[config.mk]
export PLATFORM = sky130hd
export DESIGN_NAME = joystick_differential_drive_mixer_flat
export DESIGN_NICKNAME = d
export VERILOG_FILES = /design/src/rtl/jddm_pkg.sv /design/src/rtl/jddm_if.sv /design/src/rtl/jddm_div.sv /design/src/rtl/jddm_dp.sv /design/src/rtl/jddm_ctrl.sv /design/src/rtl/joystick_differential_drive_mixer.sv /design/src/flat_wrapper.sv
export SDC_FILE = /design/constraint.sdc
export NUM_CORES = 2
export LEC_CHECK = 0
export BUFFER_PORTS_ARGS = -buffer_cell sky130_fd_sc_hd__clkbuf_2
export CAP_MARGIN = 20
export CORE_UTILIZATION = 55
export DETAILED_ROUTE_END_ITERATION = 12
export GPL_ROUTABILITY_DRIVEN = 0
export PLACE_DENSITY_LB_ADDON = 0.08
export SLEW_MARGIN = 20
export SYNTH_ARGS = -nofsm -noshare
export SYNTH_HDL_FRONTEND = slang
export SYNTH_SLANG_ARGS = --single-unit
[constraint.sdc]
create_clock -name clk -period 29.8 [get_ports clk]
set_input_delay 2.98 -clock clk [delete_from_list [all_inputs] [get_ports clk]]
set_output_delay 2.98 -clock clk [all_outputs]
set_load 0.02 [all_outputs]
[src/rtl/jddm_pkg.sv]
// Types and constants of the joystick differential drive mixer.
package jddm_pkg;

  localparam int RawW  = 11;
  localparam int DbW   = 8;
  localparam int QW    = 16;
  localparam int NumW  = 30;
  localparam int DenW  = 16;
  localparam int IdxW  = 2;

  localparam logic [IdxW-1:0] REG_RC_MIN   = 2'd0;
  localparam logic [IdxW-1:0] REG_RC_MAX   = 2'd1;
  localparam logic [IdxW-1:0] REG_DEADBAND = 2'd2;

  localparam logic signed [31:0] Q_ONE = 32'sd16384;

  typedef struct packed {
    logic [RawW-1:0] rc_min;
    logic [RawW-1:0] rc_max;
    logic [DbW-1:0]  deadband;
  } cfg_t;

  typedef enum logic [1:0] {
    DIV_MAP_X   = 2'd0,
    DIV_MAP_Y   = 2'd1,
    DIV_SCALE_X = 2'd2,
    DIV_SCALE_Y = 2'd3
  } div_sel_t;

  typedef struct packed {
    logic     load;
    logic     div_start;
    logic     div_store;
    div_sel_t div_sel;
    logic     sq_first;
    logic     sq_second;
    logic     sqrt_init;
    logic     sqrt_step;
    logic     commit;
  } cmd_t;

  typedef struct packed {
    logic div_done;
    logic sqrt_done;
    logic need_scale;
    logic out_free;
  } sts_t;

  typedef enum logic [13:0] {
    S_IDLE  = 14'b00000000000001,
    S_MX_GO = 14'b00000000000010,
    S_MX_WT = 14'b00000000000100,
    S_MY_GO = 14'b00000000001000,
    S_MY_WT = 14'b00000000010000,
    S_SQ1   = 14'b00000000100000,
    S_SQ2   = 14'b00000001000000,
    S_RT_GO = 14'b00000010000000,
    S_RT_WT = 14'b00000100000000,
    S_SX_GO = 14'b00001000000000,
    S_SX_WT = 14'b00010000000000,
    S_SY_GO = 14'b00100000000000,
    S_SY_WT = 14'b01000000000000,
    S_MIX   = 14'b10000000000000
  } state_t;

endpackage

[src/rtl/jddm_if.sv]
// Channel interfaces of the mixer: stick input, drive output, configuration.
interface jddm_in_if import jddm_pkg::*; ();
  logic            valid;
  logic            ready;
  logic [RawW-1:0] steer_raw;
  logic [RawW-1:0] throttle_raw;
  modport source (output valid, steer_raw, throttle_raw, input ready);
  modport sink   (input valid, steer_raw, throttle_raw, output ready);
endinterface

interface jddm_out_if import jddm_pkg::*; ();
  logic           valid;
  logic           ready;
  logic [DbW-1:0] left_speed;
  logic [DbW-1:0] right_speed;
  logic           left_reverse;
  logic           right_reverse;
  logic           left_dir_changed;
  logic           right_dir_changed;
  modport source (output valid, left_speed, right_speed, left_reverse, right_reverse,
                  left_dir_changed, right_dir_changed, input ready);
  modport sink   (input valid, left_speed, right_speed, left_reverse, right_reverse,
                  left_dir_changed, right_dir_changed, output ready);
endinterface

interface jddm_cfg_if import jddm_pkg::*; ();
  logic            valid;
  logic            ready;
  logic [IdxW-1:0] index;
  logic [RawW-1:0] data;
  modport source (output valid, index, data, input ready);
  modport sink   (input valid, index, data, output ready);
endinterface

[src/rtl/jddm_div.sv]
// Restoring divider, one quotient bit a cycle, sign applied at the end.
module jddm_div import jddm_pkg::*; (
  input  logic                   clk,
  input  logic                   rst,
  input  logic                   start,
  input  logic [NumW-1:0]        num,
  input  logic [DenW-1:0]        den,
  input  logic                   neg,
  output logic                   done,
  output logic signed [NumW:0]   quo
);

  localparam int CntW = $clog2(NumW);

  logic            busy;
  logic [CntW-1:0] cnt;
  logic [NumW-1:0] q;
  logic [DenW-1:0] rem;
  logic [DenW-1:0] d;
  logic            sgn;
  logic [DenW:0]   trial;

  assign trial = {rem, q[NumW-1]} - {1'b0, d};
  assign quo   = sgn ? -$signed({1'b0, q}) : $signed({1'b0, q});

  always_ff @(posedge clk) begin
    if (rst) begin
      busy <= 1'b0;
      done <= 1'b0;
      cnt  <= '0;
    end else begin
      done <= 1'b0;
      if (start) begin
        busy <= 1'b1;
        cnt  <= '0;
      end else if (busy) begin
        cnt <= cnt + 1'b1;
        if (cnt == CntW'(NumW - 1)) begin
          busy <= 1'b0;
          done <= 1'b1;
        end
      end
    end
  end

  always_ff @(posedge clk) begin
    if (start) begin
      q   <= num;
      rem <= '0;
      d   <= den;
      sgn <= neg;
    end else if (busy) begin
      // keep the remainder when the trial subtract goes negative
      if (!trial[DenW]) begin
        rem <= trial[DenW-1:0];
        q   <= {q[NumW-2:0], 1'b1};
      end else begin
        rem <= {rem[DenW-2:0], q[NumW-1]};
        q   <= {q[NumW-2:0], 1'b0};
      end
    end
  end

endmodule

[src/rtl/jddm_dp.sv]
// Mixer datapath: axis mapping, radius, scaling, mixing and track state.
module jddm_dp import jddm_pkg::*; (
  input  logic            clk,
  input  logic            rst,
  input  cfg_t            cfg,
  input  cmd_t            cmd,
  output sts_t            sts,
  input  logic [RawW-1:0] steer_raw,
  input  logic [RawW-1:0] throttle_raw,
  input  logic            out_ready,
  output logic            out_valid,
  output logic [DbW-1:0]  left_speed,
  output logic [DbW-1:0]  right_speed,
  output logic            left_reverse,
  output logic            right_reverse,
  output logic            left_dir_changed,
  output logic            right_dir_changed
);

  logic [RawW-1:0]        steer, throttle;
  logic signed [QW-1:0]   x, y, xs, ys;
  logic [31:0]            r2;
  logic [31:0]            sq_n, sq_res, sq_bit, sq_sum;
  logic [3:0]             sq_cnt;
  logic                   left_dir, right_dir;

  // divider operands
  logic [RawW-1:0]        raw_sel;
  logic signed [RawW:0]   diff, den_s;
  logic [RawW:0]          diff_mag, den_mag;
  logic signed [QW:0]     xy_sel;
  logic [QW:0]            xy_mag;
  logic [NumW-1:0]        div_num;
  logic [DenW-1:0]        div_den;
  logic                   div_neg;
  logic                   div_done;
  logic signed [NumW:0]   div_quo;
  logic signed [NumW+1:0] mapped;
  logic signed [QW-1:0]   mapped_sat;

  assign raw_sel  = (cmd.div_sel == DIV_MAP_X) ? steer : throttle;
  assign diff     = $signed({1'b0, raw_sel}) - $signed({1'b0, cfg.rc_min});
  assign den_s    = $signed({1'b0, cfg.rc_max}) - $signed({1'b0, cfg.rc_min});
  assign diff_mag = diff[RawW] ? 12'(-diff) : 12'(diff);
  assign den_mag  = den_s[RawW] ? 12'(-den_s) : 12'(den_s);
  assign xy_sel   = (cmd.div_sel == DIV_SCALE_X) ? 17'(x) : 17'(y);
  assign xy_mag   = xy_sel[QW] ? 17'(-xy_sel) : 17'(xy_sel);

  always_comb begin
    unique case (cmd.div_sel)
      DIV_MAP_X, DIV_MAP_Y: begin
        div_num = NumW'({diff_mag[RawW-1:0], 15'b0});
        div_den = DenW'(den_mag[RawW-1:0]);
        div_neg = diff[RawW] ^ den_s[RawW];
      end
      default: begin
        div_num = {xy_mag[QW-1:0], 14'b0};
        div_den = sq_res[DenW-1:0];
        div_neg = xy_sel[QW];
      end
    endcase
  end

  jddm_div u_div (
    .clk   (clk),
    .rst   (rst),
    .start (cmd.div_start),
    .num   (div_num),
    .den   (div_den),
    .neg   (div_neg),
    .done  (div_done),
    .quo   (div_quo)
  );

  assign mapped = 32'(div_quo) - Q_ONE;
  always_comb begin
    if (den_s == '0)                 mapped_sat = '0;
    else if (mapped > 32'sd32767)    mapped_sat = 16'sh7fff;
    else if (mapped < -32'sd32768)   mapped_sat = 16'sh8000;
    else                             mapped_sat = mapped[QW-1:0];
  end

  always_ff @(posedge clk) begin
    if (cmd.load) begin
      steer    <= steer_raw;
      throttle <= throttle_raw;
    end
    if (cmd.div_store) begin
      unique case (cmd.div_sel)
        DIV_MAP_X:   begin x <= mapped_sat; xs <= mapped_sat; end
        DIV_MAP_Y:   begin y <= mapped_sat; ys <= mapped_sat; end
        DIV_SCALE_X: xs <= div_quo[QW-1:0];
        DIV_SCALE_Y: ys <= div_quo[QW-1:0];
      endcase
    end
    if (cmd.sq_first)  r2 <= 32'(x * x);
    if (cmd.sq_second) r2 <= r2 + 32'(y * y);
  end

  // integer square root, two radicand bits a cycle
  assign sq_sum = sq_res + sq_bit;
  always_ff @(posedge clk) begin
    if (cmd.sqrt_init) begin
      sq_n   <= r2;
      sq_res <= '0;
      sq_bit <= 32'h4000_0000;
      sq_cnt <= '0;
    end else if (cmd.sqrt_step) begin
      if (sq_n >= sq_sum) begin
        sq_n   <= sq_n - sq_sum;
        sq_res <= (sq_res >> 1) + sq_bit;
      end else begin
        sq_res <= sq_res >> 1;
      end
      sq_bit <= sq_bit >> 2;
      sq_cnt <= sq_cnt + 1'b1;
    end
  end

  // mix
  logic signed [QW+1:0] sum_l, sum_r;
  logic signed [QW-1:0] cl, cr, cmd_l, cmd_r;

  function automatic logic signed [QW-1:0] clip_one(input logic signed [QW+1:0] v);
    if (v > 18'sd16384)       return 16'sd16384;
    else if (v < -18'sd16384) return -16'sd16384;
    else                      return v[QW-1:0];
  endfunction

  assign sum_l = 18'(ys) + 18'(xs);
  assign sum_r = 18'(ys) - 18'(xs);
  assign cl    = clip_one(sum_l);
  assign cr    = clip_one(sum_r);
  assign cmd_l = (cl <= 0 && cr <= 0) ? cr : cl;
  assign cmd_r = (cl <= 0 && cr <= 0) ? cl : cr;

  logic [QW-1:0]  mag_l, mag_r;
  logic [23:0]    prod_l, prod_r;
  logic [DbW-1:0] v_l, v_r;
  logic           act_l, act_r, dir_l, dir_r;

  assign mag_l  = cmd_l[QW-1] ? 16'(-cmd_l) : 16'(cmd_l);
  assign mag_r  = cmd_r[QW-1] ? 16'(-cmd_r) : 16'(cmd_r);
  assign prod_l = 24'(mag_l) * 24'd255;
  assign prod_r = 24'(mag_r) * 24'd255;
  assign v_l    = prod_l[21:14];
  assign v_r    = prod_r[21:14];
  assign act_l  = v_l > cfg.deadband;
  assign act_r  = v_r > cfg.deadband;
  assign dir_l  = act_l ? cmd_l[QW-1] : left_dir;
  assign dir_r  = act_r ? cmd_r[QW-1] : right_dir;

  always_ff @(posedge clk) begin
    if (rst) begin
      out_valid <= 1'b0;
      left_dir  <= 1'b0;
      right_dir <= 1'b0;
    end else if (cmd.commit) begin
      out_valid <= 1'b1;
      left_dir  <= dir_l;
      right_dir <= dir_r;
    end else if (out_ready) begin
      out_valid <= 1'b0;
    end
  end

  always_ff @(posedge clk) begin
    if (cmd.commit) begin
      left_speed        <= act_l ? v_l : '0;
      right_speed       <= act_r ? v_r : '0;
      left_reverse      <= dir_l;
      right_reverse     <= dir_r;
      left_dir_changed  <= dir_l != left_dir;
      right_dir_changed <= dir_r != right_dir;
    end
  end

  assign sts.div_done   = div_done;
  assign sts.sqrt_done  = sq_cnt == 4'd15;
  assign sts.need_scale = r2 > 32'h1000_0000;
  assign sts.out_free   = !out_valid || out_ready;

endmodule

[src/rtl/jddm_ctrl.sv]
// Mixer sequencer: steps the datapath through one stick word.
module jddm_ctrl import jddm_pkg::*; (
  input  logic clk,
  input  logic rst,
  input  logic in_valid,
  output logic in_ready,
  input  sts_t sts,
  output cmd_t cmd
);

  state_t state, state_next;

  always_ff @(posedge clk) begin
    if (rst) state <= S_IDLE;
    else     state <= state_next;
  end

  assign in_ready = (state == S_IDLE) && !rst;

  always_comb begin
    state_next = state;
    cmd        = '0;
    cmd.div_sel = DIV_MAP_X;
    unique case (state)
      S_IDLE: begin
        cmd.load = in_valid;
        if (in_valid) state_next = S_MX_GO;
      end
      S_MX_GO: begin cmd.div_start = 1'b1; state_next = S_MX_WT; end
      S_MX_WT: begin
        cmd.div_store = sts.div_done;
        if (sts.div_done) state_next = S_MY_GO;
      end
      S_MY_GO: begin
        cmd.div_sel = DIV_MAP_Y; cmd.div_start = 1'b1; state_next = S_MY_WT;
      end
      S_MY_WT: begin
        cmd.div_sel = DIV_MAP_Y; cmd.div_store = sts.div_done;
        if (sts.div_done) state_next = S_SQ1;
      end
      S_SQ1: begin cmd.sq_first = 1'b1; state_next = S_SQ2; end
      S_SQ2: begin cmd.sq_second = 1'b1; state_next = S_RT_GO; end
      S_RT_GO: begin
        cmd.sqrt_init = sts.need_scale;
        state_next = sts.need_scale ? S_RT_WT : S_MIX;
      end
      S_RT_WT: begin
        cmd.sqrt_step = 1'b1;
        if (sts.sqrt_done) state_next = S_SX_GO;
      end
      S_SX_GO: begin
        cmd.div_sel = DIV_SCALE_X; cmd.div_start = 1'b1; state_next = S_SX_WT;
      end
      S_SX_WT: begin
        cmd.div_sel = DIV_SCALE_X; cmd.div_store = sts.div_done;
        if (sts.div_done) state_next = S_SY_GO;
      end
      S_SY_GO: begin
        cmd.div_sel = DIV_SCALE_Y; cmd.div_start = 1'b1; state_next = S_SY_WT;
      end
      S_SY_WT: begin
        cmd.div_sel = DIV_SCALE_Y; cmd.div_store = sts.div_done;
        if (sts.div_done) state_next = S_MIX;
      end
      S_MIX: begin
        // hold until the output register can take the word
        cmd.commit = sts.out_free;
        if (sts.out_free) state_next = S_IDLE;
      end
      default: state_next = S_IDLE;
    endcase
  end

endmodule

[src/rtl/joystick_differential_drive_mixer.sv]
// Top level of the single-stick differential drive mixer.
// One stick word (steer, throttle) gives one drive word (speeds, directions,
// change flags). A stick word inside the unit circle needs only the two
// divisions of the axis mapping on the shared one-bit-a-cycle divider; one
// that must be scaled back onto it also passes the square root and two more
// divisions for scaling. One word is in work at a time; a new stick word is
// taken as soon as the previous one is in the output register, even while
// that drive word still waits for the sink. Configuration writes are taken
// whenever reset is low and should be made while no word is in flight.
module joystick_differential_drive_mixer import jddm_pkg::*; (
  input logic       clk,
  input logic       rst,
  jddm_in_if.sink   stick,
  jddm_out_if.source drive,
  jddm_cfg_if.sink  cfg
);

  cfg_t cfg_regs;
  cmd_t cmd;
  sts_t sts;

  // configuration registers, indexes beyond the list are dropped
  assign cfg.ready = !rst;
  always_ff @(posedge clk) begin
    if (rst) begin
      cfg_regs.rc_min   <= 11'd172;
      cfg_regs.rc_max   <= 11'd1811;
      cfg_regs.deadband <= 8'd10;
    end else if (cfg.valid) begin
      unique case (cfg.index)
        REG_RC_MIN:   cfg_regs.rc_min   <= cfg.data;
        REG_RC_MAX:   cfg_regs.rc_max   <= cfg.data;
        REG_DEADBAND: cfg_regs.deadband <= cfg.data[DbW-1:0];
        default: ;
      endcase
    end
  end

  jddm_ctrl u_ctrl (
    .clk      (clk),
    .rst      (rst),
    .in_valid (stick.valid),
    .in_ready (stick.ready),
    .sts      (sts),
    .cmd      (cmd)
  );

  jddm_dp u_dp (
    .clk               (clk),
    .rst               (rst),
    .cfg               (cfg_regs),
    .cmd               (cmd),
    .sts               (sts),
    .steer_raw         (stick.steer_raw),
    .throttle_raw      (stick.throttle_raw),
    .out_ready         (drive.ready),
    .out_valid         (drive.valid),
    .left_speed        (drive.left_speed),
    .right_speed       (drive.right_speed),
    .left_reverse      (drive.left_reverse),
    .right_reverse     (drive.right_reverse),
    .left_dir_changed  (drive.left_dir_changed),
    .right_dir_changed (drive.right_dir_changed)
  );

endmodule

[src/flat_wrapper.sv]
// flat-port wrapper written by rule: the top's interface ports become plain ports
module joystick_differential_drive_mixer_flat import jddm_pkg::*;
  (clk, rst, stick_valid, stick_steer_raw, stick_throttle_raw, stick_ready, drive_valid, drive_left_speed, drive_right_speed, drive_left_reverse, drive_right_reverse, drive_left_dir_changed, drive_right_dir_changed, drive_ready, cfg_valid, cfg_index, cfg_data, cfg_ready);
  jddm_in_if stick_i ();
  jddm_out_if drive_i ();
  jddm_cfg_if cfg_i ();
  input logic clk;
  input logic rst;
  input wire logic [$bits(stick_i.valid)-1:0] stick_valid;
  input wire logic [$bits(stick_i.steer_raw)-1:0] stick_steer_raw;
  input wire logic [$bits(stick_i.throttle_raw)-1:0] stick_throttle_raw;
  output wire logic [$bits(stick_i.ready)-1:0] stick_ready;
  output wire logic [$bits(drive_i.valid)-1:0] drive_valid;
  output wire logic [$bits(drive_i.left_speed)-1:0] drive_left_speed;
  output wire logic [$bits(drive_i.right_speed)-1:0] drive_right_speed;
  output wire logic [$bits(drive_i.left_reverse)-1:0] drive_left_reverse;
  output wire logic [$bits(drive_i.right_reverse)-1:0] drive_right_reverse;
  output wire logic [$bits(drive_i.left_dir_changed)-1:0] drive_left_dir_changed;
  output wire logic [$bits(drive_i.right_dir_changed)-1:0] drive_right_dir_changed;
  input wire logic [$bits(drive_i.ready)-1:0] drive_ready;
  input wire logic [$bits(cfg_i.valid)-1:0] cfg_valid;
  input wire logic [$bits(cfg_i.index)-1:0] cfg_index;
  input wire logic [$bits(cfg_i.data)-1:0] cfg_data;
  output wire logic [$bits(cfg_i.ready)-1:0] cfg_ready;
  assign stick_i.valid = stick_valid;
  assign stick_i.steer_raw = stick_steer_raw;
  assign stick_i.throttle_raw = stick_throttle_raw;
  assign stick_ready = stick_i.ready;
  assign drive_valid = drive_i.valid;
  assign drive_left_speed = drive_i.left_speed;
  assign drive_right_speed = drive_i.right_speed;
  assign drive_left_reverse = drive_i.left_reverse;
  assign drive_right_reverse = drive_i.right_reverse;
  assign drive_left_dir_changed = drive_i.left_dir_changed;
  assign drive_right_dir_changed = drive_i.right_dir_changed;
  assign drive_i.ready = drive_ready;
  assign cfg_i.valid = cfg_valid;
  assign cfg_i.index = cfg_index;
  assign cfg_i.data = cfg_data;
  assign cfg_ready = cfg_i.ready;
  joystick_differential_drive_mixer u_core (.clk(clk), .rst(rst), .stick(stick_i), .drive(drive_i), .cfg(cfg_i));
endmodule
Yosys cells after proc, flatten, opt, wreduce, memory -nomap -nowiden
Cells that the tools add are included.
{"block": "op_classes", "addsub": 18, "mul": 4, "div": 0, "n_lt_le_gt_ge": 12, "eq_ne": 30, "shifts": 0, "mux": 58, "n_bitwise": 2, "reduce_logical": 32}
{"cell": "$mux W16", "count": 13}
{"cell": "$pmux W14 S14", "count": 1}
{"cell": "$mux W32", "count": 6}
{"cell": "$mux W14", "count": 8}
{"cell": "$mux W30", "count": 3}
{"cell": "$mul A16 B16 Y32", "count": 2}
{"cell": "$pmux W16 S2", "count": 2}
{"cell": "$neg A16 Y16", "count": 3}
{"cell": "$mul A16 B8 Y22 const B", "count": 2}
{"cell": "$mux W11", "count": 4}
{"cell": "$gt A17 B16 Y1 const B", "count": 2}
{"cell": "$lt A17 B15 Y1 const B", "count": 2}
{"cell": "$add A31 B31 Y32", "count": 1}
{"cell": "$add A32 B31 Y32", "count": 1}
{"cell": "$add A32 B32 Y32", "count": 1}
{"cell": "$ge A32 B32 Y1", "count": 1}
{"cell": "$gt A32 B16 Y1 const B", "count": 1}
{"cell": "$gt A32 B29 Y1 const B", "count": 1}
{"cell": "$le A16 B1 Y1 const B", "count": 2}
{"cell": "$lt A32 B16 Y1 const B", "count": 1}
{"cell": "$sub A31 B16 Y32 const B", "count": 1}
{"cell": "$sub A32 B32 Y32", "count": 1}
{"cell": "$mux W31", "count": 1}
{"cell": "$neg A30 Y31", "count": 1}
{"cell": "45 further kinds", "count": 95}
{"block": "word_totals", "regBits": 339, "latch_bits": 0, "ramBits": 0, "mem_bits_ro": 0, "wordCells": 188, "memories": 0}

Logic depth before layout (Yosys ltp)
{"block": "depth", "word_depth": 13, "mapped_depth": 55, "depth_no_buf": 51}

Cells and area by module
Synthesis repeated with hierarchy kept, for this count alone.
{"block": "hier_totals", "cells_unflattened": 5330, "area_unflattened_um2": 49104.6}
{"mod": "jddm_dp", "n_inst": 1, "cells_each": 4661, "area_per_inst_um2": 42565.8, "seq_area_each_um2": 6206.0}
{"mod": "jddm_div", "n_inst": 1, "cells_each": 415, "area_per_inst_um2": 4256.6, "seq_area_each_um2": 1871.8}
{"mod": "joystick_differential_drive_mixer", "n_inst": 1, "cells_each": 126, "area_per_inst_um2": 1251.2, "seq_area_each_um2": 600.6}
{"mod": "jddm_ctrl", "n_inst": 1, "cells_each": 128, "area_per_inst_um2": 1031.0, "seq_area_each_um2": 280.3}

Least setup slack after synthesis
Ideal clock, no wire load.
{"block": "synth_timing", "path_kind": "reg-to-reg", "from": "register u_core.u_dp.xs[0]", "to": "register u_core.u_dp.right_dir", "setup_time_ns": 0.128, "arrival_time_ns": 10.038, "slack_ns": 19.634, "stages_incl_launch_ff": 44, "path_buffers": 4, "synth_period_minus_slack_ns": 10.166, "cell_sequence": "edfxtp_1 -> ha_1 -> fa_1 -> nor2b_1 -> o31a_1 -> a21oi_1 -> a21o_1 -> a21o_1 -> a211o_1 -> nor4_1 -> o21a_1 -> buf_4 -> buf_2 -> clkbuf_1 -> nor2_1 -> a211o_1 -> ha_1 -> o2111a_1 -> (+8 left out) -> inv_1 -> fa_1 -> inv_1 -> ha_1 -> or3_1 -> a211oi_1 -> o31ai_1 -> a2111oi_0 -> nor3_1 -> ha_1 -> nand3_1 -> o21ai_0 -> o21ai_0 -> buf_1 -> nand2_1 -> o21ai_0 -> mux2i_1 -> nor2_1"}
{"block": "synth_between", "elab_chain_len": 12, "word_cells_on_any_way": 19, "classes_between": "3 x add/sub; 1 x mul; 7 x order compare; 7 x mux; 1 x reduce/logical"}
{"item": "start: declaration", "line_no": "jddm_dp.sv:21", "source": "logic signed [QW-1:0] x, y, xs, ys;"}
{"item": "start signal: assignment", "line_no": "jddm_dp.sv:90", "source": "DIV_MAP_X: begin x <= mapped_sat; xs <= mapped_sat; end"}
{"item": "start signal: assignment", "line_no": "jddm_dp.sv:92", "source": "DIV_SCALE_X: xs <= div_quo[QW-1:0];"}
{"item": "$add A16 B16 Y17 / $sub A16 B16 Y17 (equally long branches)", "line_no": "jddm_dp.sv:130, jddm_dp.sv:131"}
{"item": "$lt A17 B15 Y1", "line_no": "jddm_dp.sv:126", "source": "else if (v < -18'sd16384) return -16'sd16384;"}
{"item": "$mux W16", "line_no": "jddm_dp.sv:126"}
{"item": "$mux W16", "line_no": "jddm_dp.sv:125", "source": "if (v > 18'sd16384) return 16'sd16384;"}
{"item": "$le A16 B1 Y1", "line_no": "jddm_dp.sv:135", "source": "assign cmd_r = (cl <= 0 && cr <= 0) ? cl : cr;"}
{"item": "$logic_and A1 B1 Y1", "line_no": "jddm_dp.sv:135"}
{"item": "$mux W16 *", "line_no": "jddm_dp.sv:135"}
{"item": "$neg A16 Y16", "line_no": "jddm_dp.sv:143", "source": "assign mag_r = cmd_r[QW-1] ? 16'(-cmd_r) : 16'(cmd_r);"}
{"item": "$mux W16 *", "line_no": "jddm_dp.sv:143"}
{"item": "$mul A16 B8 Y22 *", "line_no": "jddm_dp.sv:145", "source": "assign prod_r = 24'(mag_r) * 24'd255;"}
{"item": "via u_core.u_dp.prod_r[21]", "line_no": "jddm_dp.sv:138", "source": "logic [23:0] prod_l, prod_r;"}
{"item": "$gt A8 B8 Y1 *", "line_no": "jddm_dp.sv:149", "source": "assign act_r = v_r > cfg.deadband;"}
{"item": "$mux W1 *", "line_no": "jddm_dp.sv:151", "source": "assign dir_r = act_r ? cmd_r[QW-1] : right_dir;"}
{"item": "via u_core.u_dp.dir_r", "line_no": "jddm_dp.sv:140", "source": "logic act_l, act_r, dir_l, dir_r;"}
{"item": "end signal: assignment", "line_no": "jddm_dp.sv:161", "source": "right_dir <= dir_r;"}
{"item": "end: declaration", "line_no": "jddm_dp.sv:25", "source": "logic left_dir, right_dir;"}
The timed path passes the listed nets; every way through them passes the cells marked *.
A chain may end at the register's enable or synchronous reset.

Worst setup path in the final report
{"block": "layout_timing", "from": "register u_core.u_dp.xs[0]", "to": "register u_core.u_dp.left_dir"}
{"block": "layout_between", "elab_chain_len": 12, "word_cells_on_any_way": 19, "classes_between": "3 x add/sub; 1 x mul; 7 x order compare; 7 x mux; 1 x reduce/logical"}
{"item": "$add A16 B16 Y17 / $sub A16 B16 Y17 (equally long branches)", "line_no": "jddm_dp.sv:130, jddm_dp.sv:131"}
{"item": "$lt A17 B15 Y1", "line_no": "jddm_dp.sv:126"}
{"item": "$mux W16", "line_no": "jddm_dp.sv:126"}
{"item": "$mux W16", "line_no": "jddm_dp.sv:125"}
{"item": "$le A16 B1 Y1", "line_no": "jddm_dp.sv:134", "source": "assign cmd_l = (cl <= 0 && cr <= 0) ? cr : cl;"}
{"item": "$logic_and A1 B1 Y1", "line_no": "jddm_dp.sv:134"}
{"item": "$mux W16 *", "line_no": "jddm_dp.sv:134"}
{"item": "$neg A16 Y16", "line_no": "jddm_dp.sv:142", "source": "assign mag_l = cmd_l[QW-1] ? 16'(-cmd_l) : 16'(cmd_l);"}
{"item": "$mux W16 *", "line_no": "jddm_dp.sv:142"}
{"item": "$mul A16 B8 Y22 *", "line_no": "jddm_dp.sv:144", "source": "assign prod_l = 24'(mag_l) * 24'd255;"}
{"item": "via u_core.u_dp.prod_l[21]", "line_no": "jddm_dp.sv:138"}
{"item": "$gt A8 B8 Y1 *", "line_no": "jddm_dp.sv:148", "source": "assign act_l = v_l > cfg.deadband;"}
{"item": "$mux W1 *", "line_no": "jddm_dp.sv:150", "source": "assign dir_l = act_l ? cmd_l[QW-1] : left_dir;"}
{"item": "via u_core.u_dp.dir_l", "line_no": "jddm_dp.sv:140"}
{"item": "end signal: assignment", "line_no": "jddm_dp.sv:160", "source": "left_dir <= dir_l;"}
{"item": "end: declaration", "line_no": "jddm_dp.sv:25"}
Marked as above.

==> impl_metrics.csv <==
group,metric,value,unit
layout,area.growth.synth_to_final,6.16,%
floorplan,fp.dieW,297,um
layout,fill_cells,7617,
yosys,synth_area_leaders,"fa_1 (25%), edfxtp_1 (14%), ha_1 (12%)",
critical_path,startpoint_type,"flop",
routing,wl,122000,um
timing,relSlewSlack,28.6,%
worst_hold_path,hold_depth,2,
timing,setup_viol,0,
timing,setup_tns,0,ns
floorplan,pin_count,63,
layout,nets,6378,
yosys,ys_async_sr_fraction,0,%
yosys,synth.top_cell.area_share,25.4,%
clock_network,cts-buffers-inserted,42,
yosys,synth_compound_area_share,12.6,%
global_routing,grt_pass1_wl,199000,um
timing,skew,0.0388,ns
layout,insertedDiodeCount,0,
worst_hold_path,holdCritPathClass,"flop to flop",
critical_path,crit_path_top_delay_cell,"o41ai_4",
placed_design,hpwl,98400,um
yosys,synthMuxAreaShare,1.80,%
timing,fmax,88.9,MHz
clock_network,clk_latency,0.61,ns
global_routing,grt_pass1_vias,36700,
clock_network,htreeDepth,2,
critical_path,path_max_fanout,48,
floorplan,die_h,297,um
timing,rsz0062_at_grt,"no",
status,status,"finished clean",
clock_network,post-cts-setup-buffers,0,
clock_network,cts_hold_buffers,0,
pwr,vdd_drop_max,0.0374,mV
floorplan,start_util,55.9,%
routing,drc,0,
yosys,synth-main-ff-cell,"edfxtp_1",
placed_design,port_buffers,62,
critical_path,slowest_delay,0.60,ns
pwr,power_density,27.9,mW/mm2
routing,vias,36300,
timing,fin_crit_sh,37.8,%
global_routing,antenna_found_initial,1,
clock_network,cts_tree,"yes",
yosys,synthSimpleGateAreaFrac,14.1,%
timing,drv_slew,0,
layout,final_util,59.4,%
routing,drtAntennaViolNets,0,
critical_path,critPathCaptureType,"flop",
timing,fin_crit,11.25,ns
timing,hold_viol_final,0,
routing,drt_first_pass_iters,6,
pwr,p_leak,23.4,nW
global_routing,grt_max_degree,69,
yosys,synth_area_leader_cell,"fa_1",
flow_run,maxCapViolations,0,
critical_path,r2r_cells,44,
critical_path,cp.required,30.25,ns
clock_network,path_clk_slew,0.06,ns
critical_path,worstPathArrival,11.70,ns
yosys,synthAdderAreaFrac,37.2,%
yosys,synth_xor_area_share,7.05,%
clock_network,cts_sinks,339,
timing,tightest_slew,1.07,ns
routing,routedWlPerCell,18.9,um
floorplan,dieArea,0.0884,mm2
yosys,synth_edf_count,217,
yosys,syn_inst,5308,
yosys,netlist-cell-type-count,101,
floorplan,rows,107,
global_routing,overflow,0,
clock_network,cts_resized,0,
yosys,synth_commonest_cells,"inv_1 (898), fa_1 (609), nand2_1 (466), ha_1 (443), nor2_1 (307)",
clock_network,root_buffer,"clkbuf_16",
layout,drive_above_1_share,5.49,%
floorplan,core_area,0.0858,mm2
pwr,p_total,1.42,mW
routing,viasPerCell,5.62,
global_routing,grt_use_total,28.3,%
yosys,synth.most_common_cell,"inv_1",
yosys,ys.warnings.count,0,
routing,drt_iter0_markers,2405,
yosys,syn_area_per_cell,9.04,um2
yosys,ys_seq_area_share,18.7,%
yosys,syn_area,0.0480,mm2
yosys,ys_ff_latch,339,
clock_network,cts_max_path_buffers,3,
critical_path,crit_type,"flop to flop",
yosys,synth_top_family_by_area,"adder cells",
## kinds of logic after synthesis
family / count (synthesis)
simple gates: 1398
buf+inv: 1091
fa+ha+maj: 1065
compound gates: 964
xor+xnor: 368
flops: 339
mux: 81
other cells: 2
## final timing paths
check,slack [ns],from,to
worst max-delay path,18.55,u_core.u_dp.xs[0],u_core.u_dp.left_dir
worst min-delay path,0.46,u_core.cfg_regs[28],u_core.cfg_regs[28]
worst max register to register,18.55,u_core.u_dp.xs[0],u_core.u_dp.left_dir
worst min register to register,0.46,u_core.cfg_regs[28],u_core.cfg_regs[28]
## metrics by stage
step / instance area [um2] / instances / worst slack (ns) / hold slack [ns]
global placement: 49500 / 6386 / 18.87 / 0.444
finish: 50900 / 6463 / 18.55 / 0.461
floorplan: 48000 / 5318 / 19.63 / 0.436
detailed placement: 49500 / 6386 / 18.60 / 0.450
CTS: 50900 / 6463 / 18.55 / 0.462
global route: 50900 / 6463 / 17.57 / 0.481
## flip-flops by register name, summed over array words and instances, names as in the netlist, 30 cells and up
signal,cells
u_core.u_dp.u_div.q,30
u_core.cfg_regs,30
u_core.u_dp.r2,32
u_core.u_dp.sq_res,32
u_core.u_dp.sq_n,32
## report_power, final
part | internal [mW] | switching [mW]
combinational | 0.129 | 0.186
clock | 0.319 | 0.225
sequential | 0.538 | 0.0243
total | 0.986 | 0.436
## cell usage in the layout (no fill, tap or decap), drive strengths merged, types with 41 or more instances in the layout
| cell type | synthesis | layout |
|---|---|---|
| nand2 | 466 | 466 |
| inv | 900 | 902 |
| and2 | 126 | 126 |
| edfxtp | 217 | 217 |
| nor2 | 307 | 307 |
| nor3 | 88 | 88 |
| a21o | 55 | 55 |
| mux2i | 59 | 59 |
| dfxtp | 122 | 122 |
| clkbuf | 163 | 119 |
| nand3 | 68 | 68 |
| fa | 609 | 609 |
| xnor2 | 213 | 213 |
| a31oi | 46 | 46 |
| o21ai | 259 | 259 |
| buf | 27 | 52 |
| a211oi | 41 | 41 |
| a21oi | 305 | 305 |
| ha | 443 | 443 |
| and3 | 49 | 49 |
| nand2b | 62 | 62 |
| xor2 | 154 | 154 |
| nor2b | 62 | 62 |
## final cells by class
class                      instances  area (um2)  area share (%)
clock inverter                    20         262           0.513
tap                             1144        1430            2.81
inverter                         901        3380            6.64
clock buffer                      57        1220            2.40
multi-input combinational       3888       35000            68.7
timing repair buffer             114         701            1.38
sequential                       339        8960            17.6
## routing by layer
metal  global-route usage, %  part of all wire [%]  up-vias
met5                       0                 0.011        -
met4                    8.96                   3.3        2
met3                    3.92                   5.5      193
met2                    46.1                    47      930
met1                    38.9                    45    17800
li1                        -                     -    17400
## worst max-delay path: cells and delay by family (launching register included)
family | cells | cell delay, ns
buffers and inverters | 6 | 0.79
AO/OA/AOI/OAI | 16 | 3.60
XOR/XNOR | 2 | 0.74
multiplexers | 2 | 0.47
adder cells (fa/ha/maj) | 9 | 3.67
flip-flops | 1 | 0.40
AND/OR/NAND/NOR | 9 | 1.41
Power figures use the tool's default switching activity.
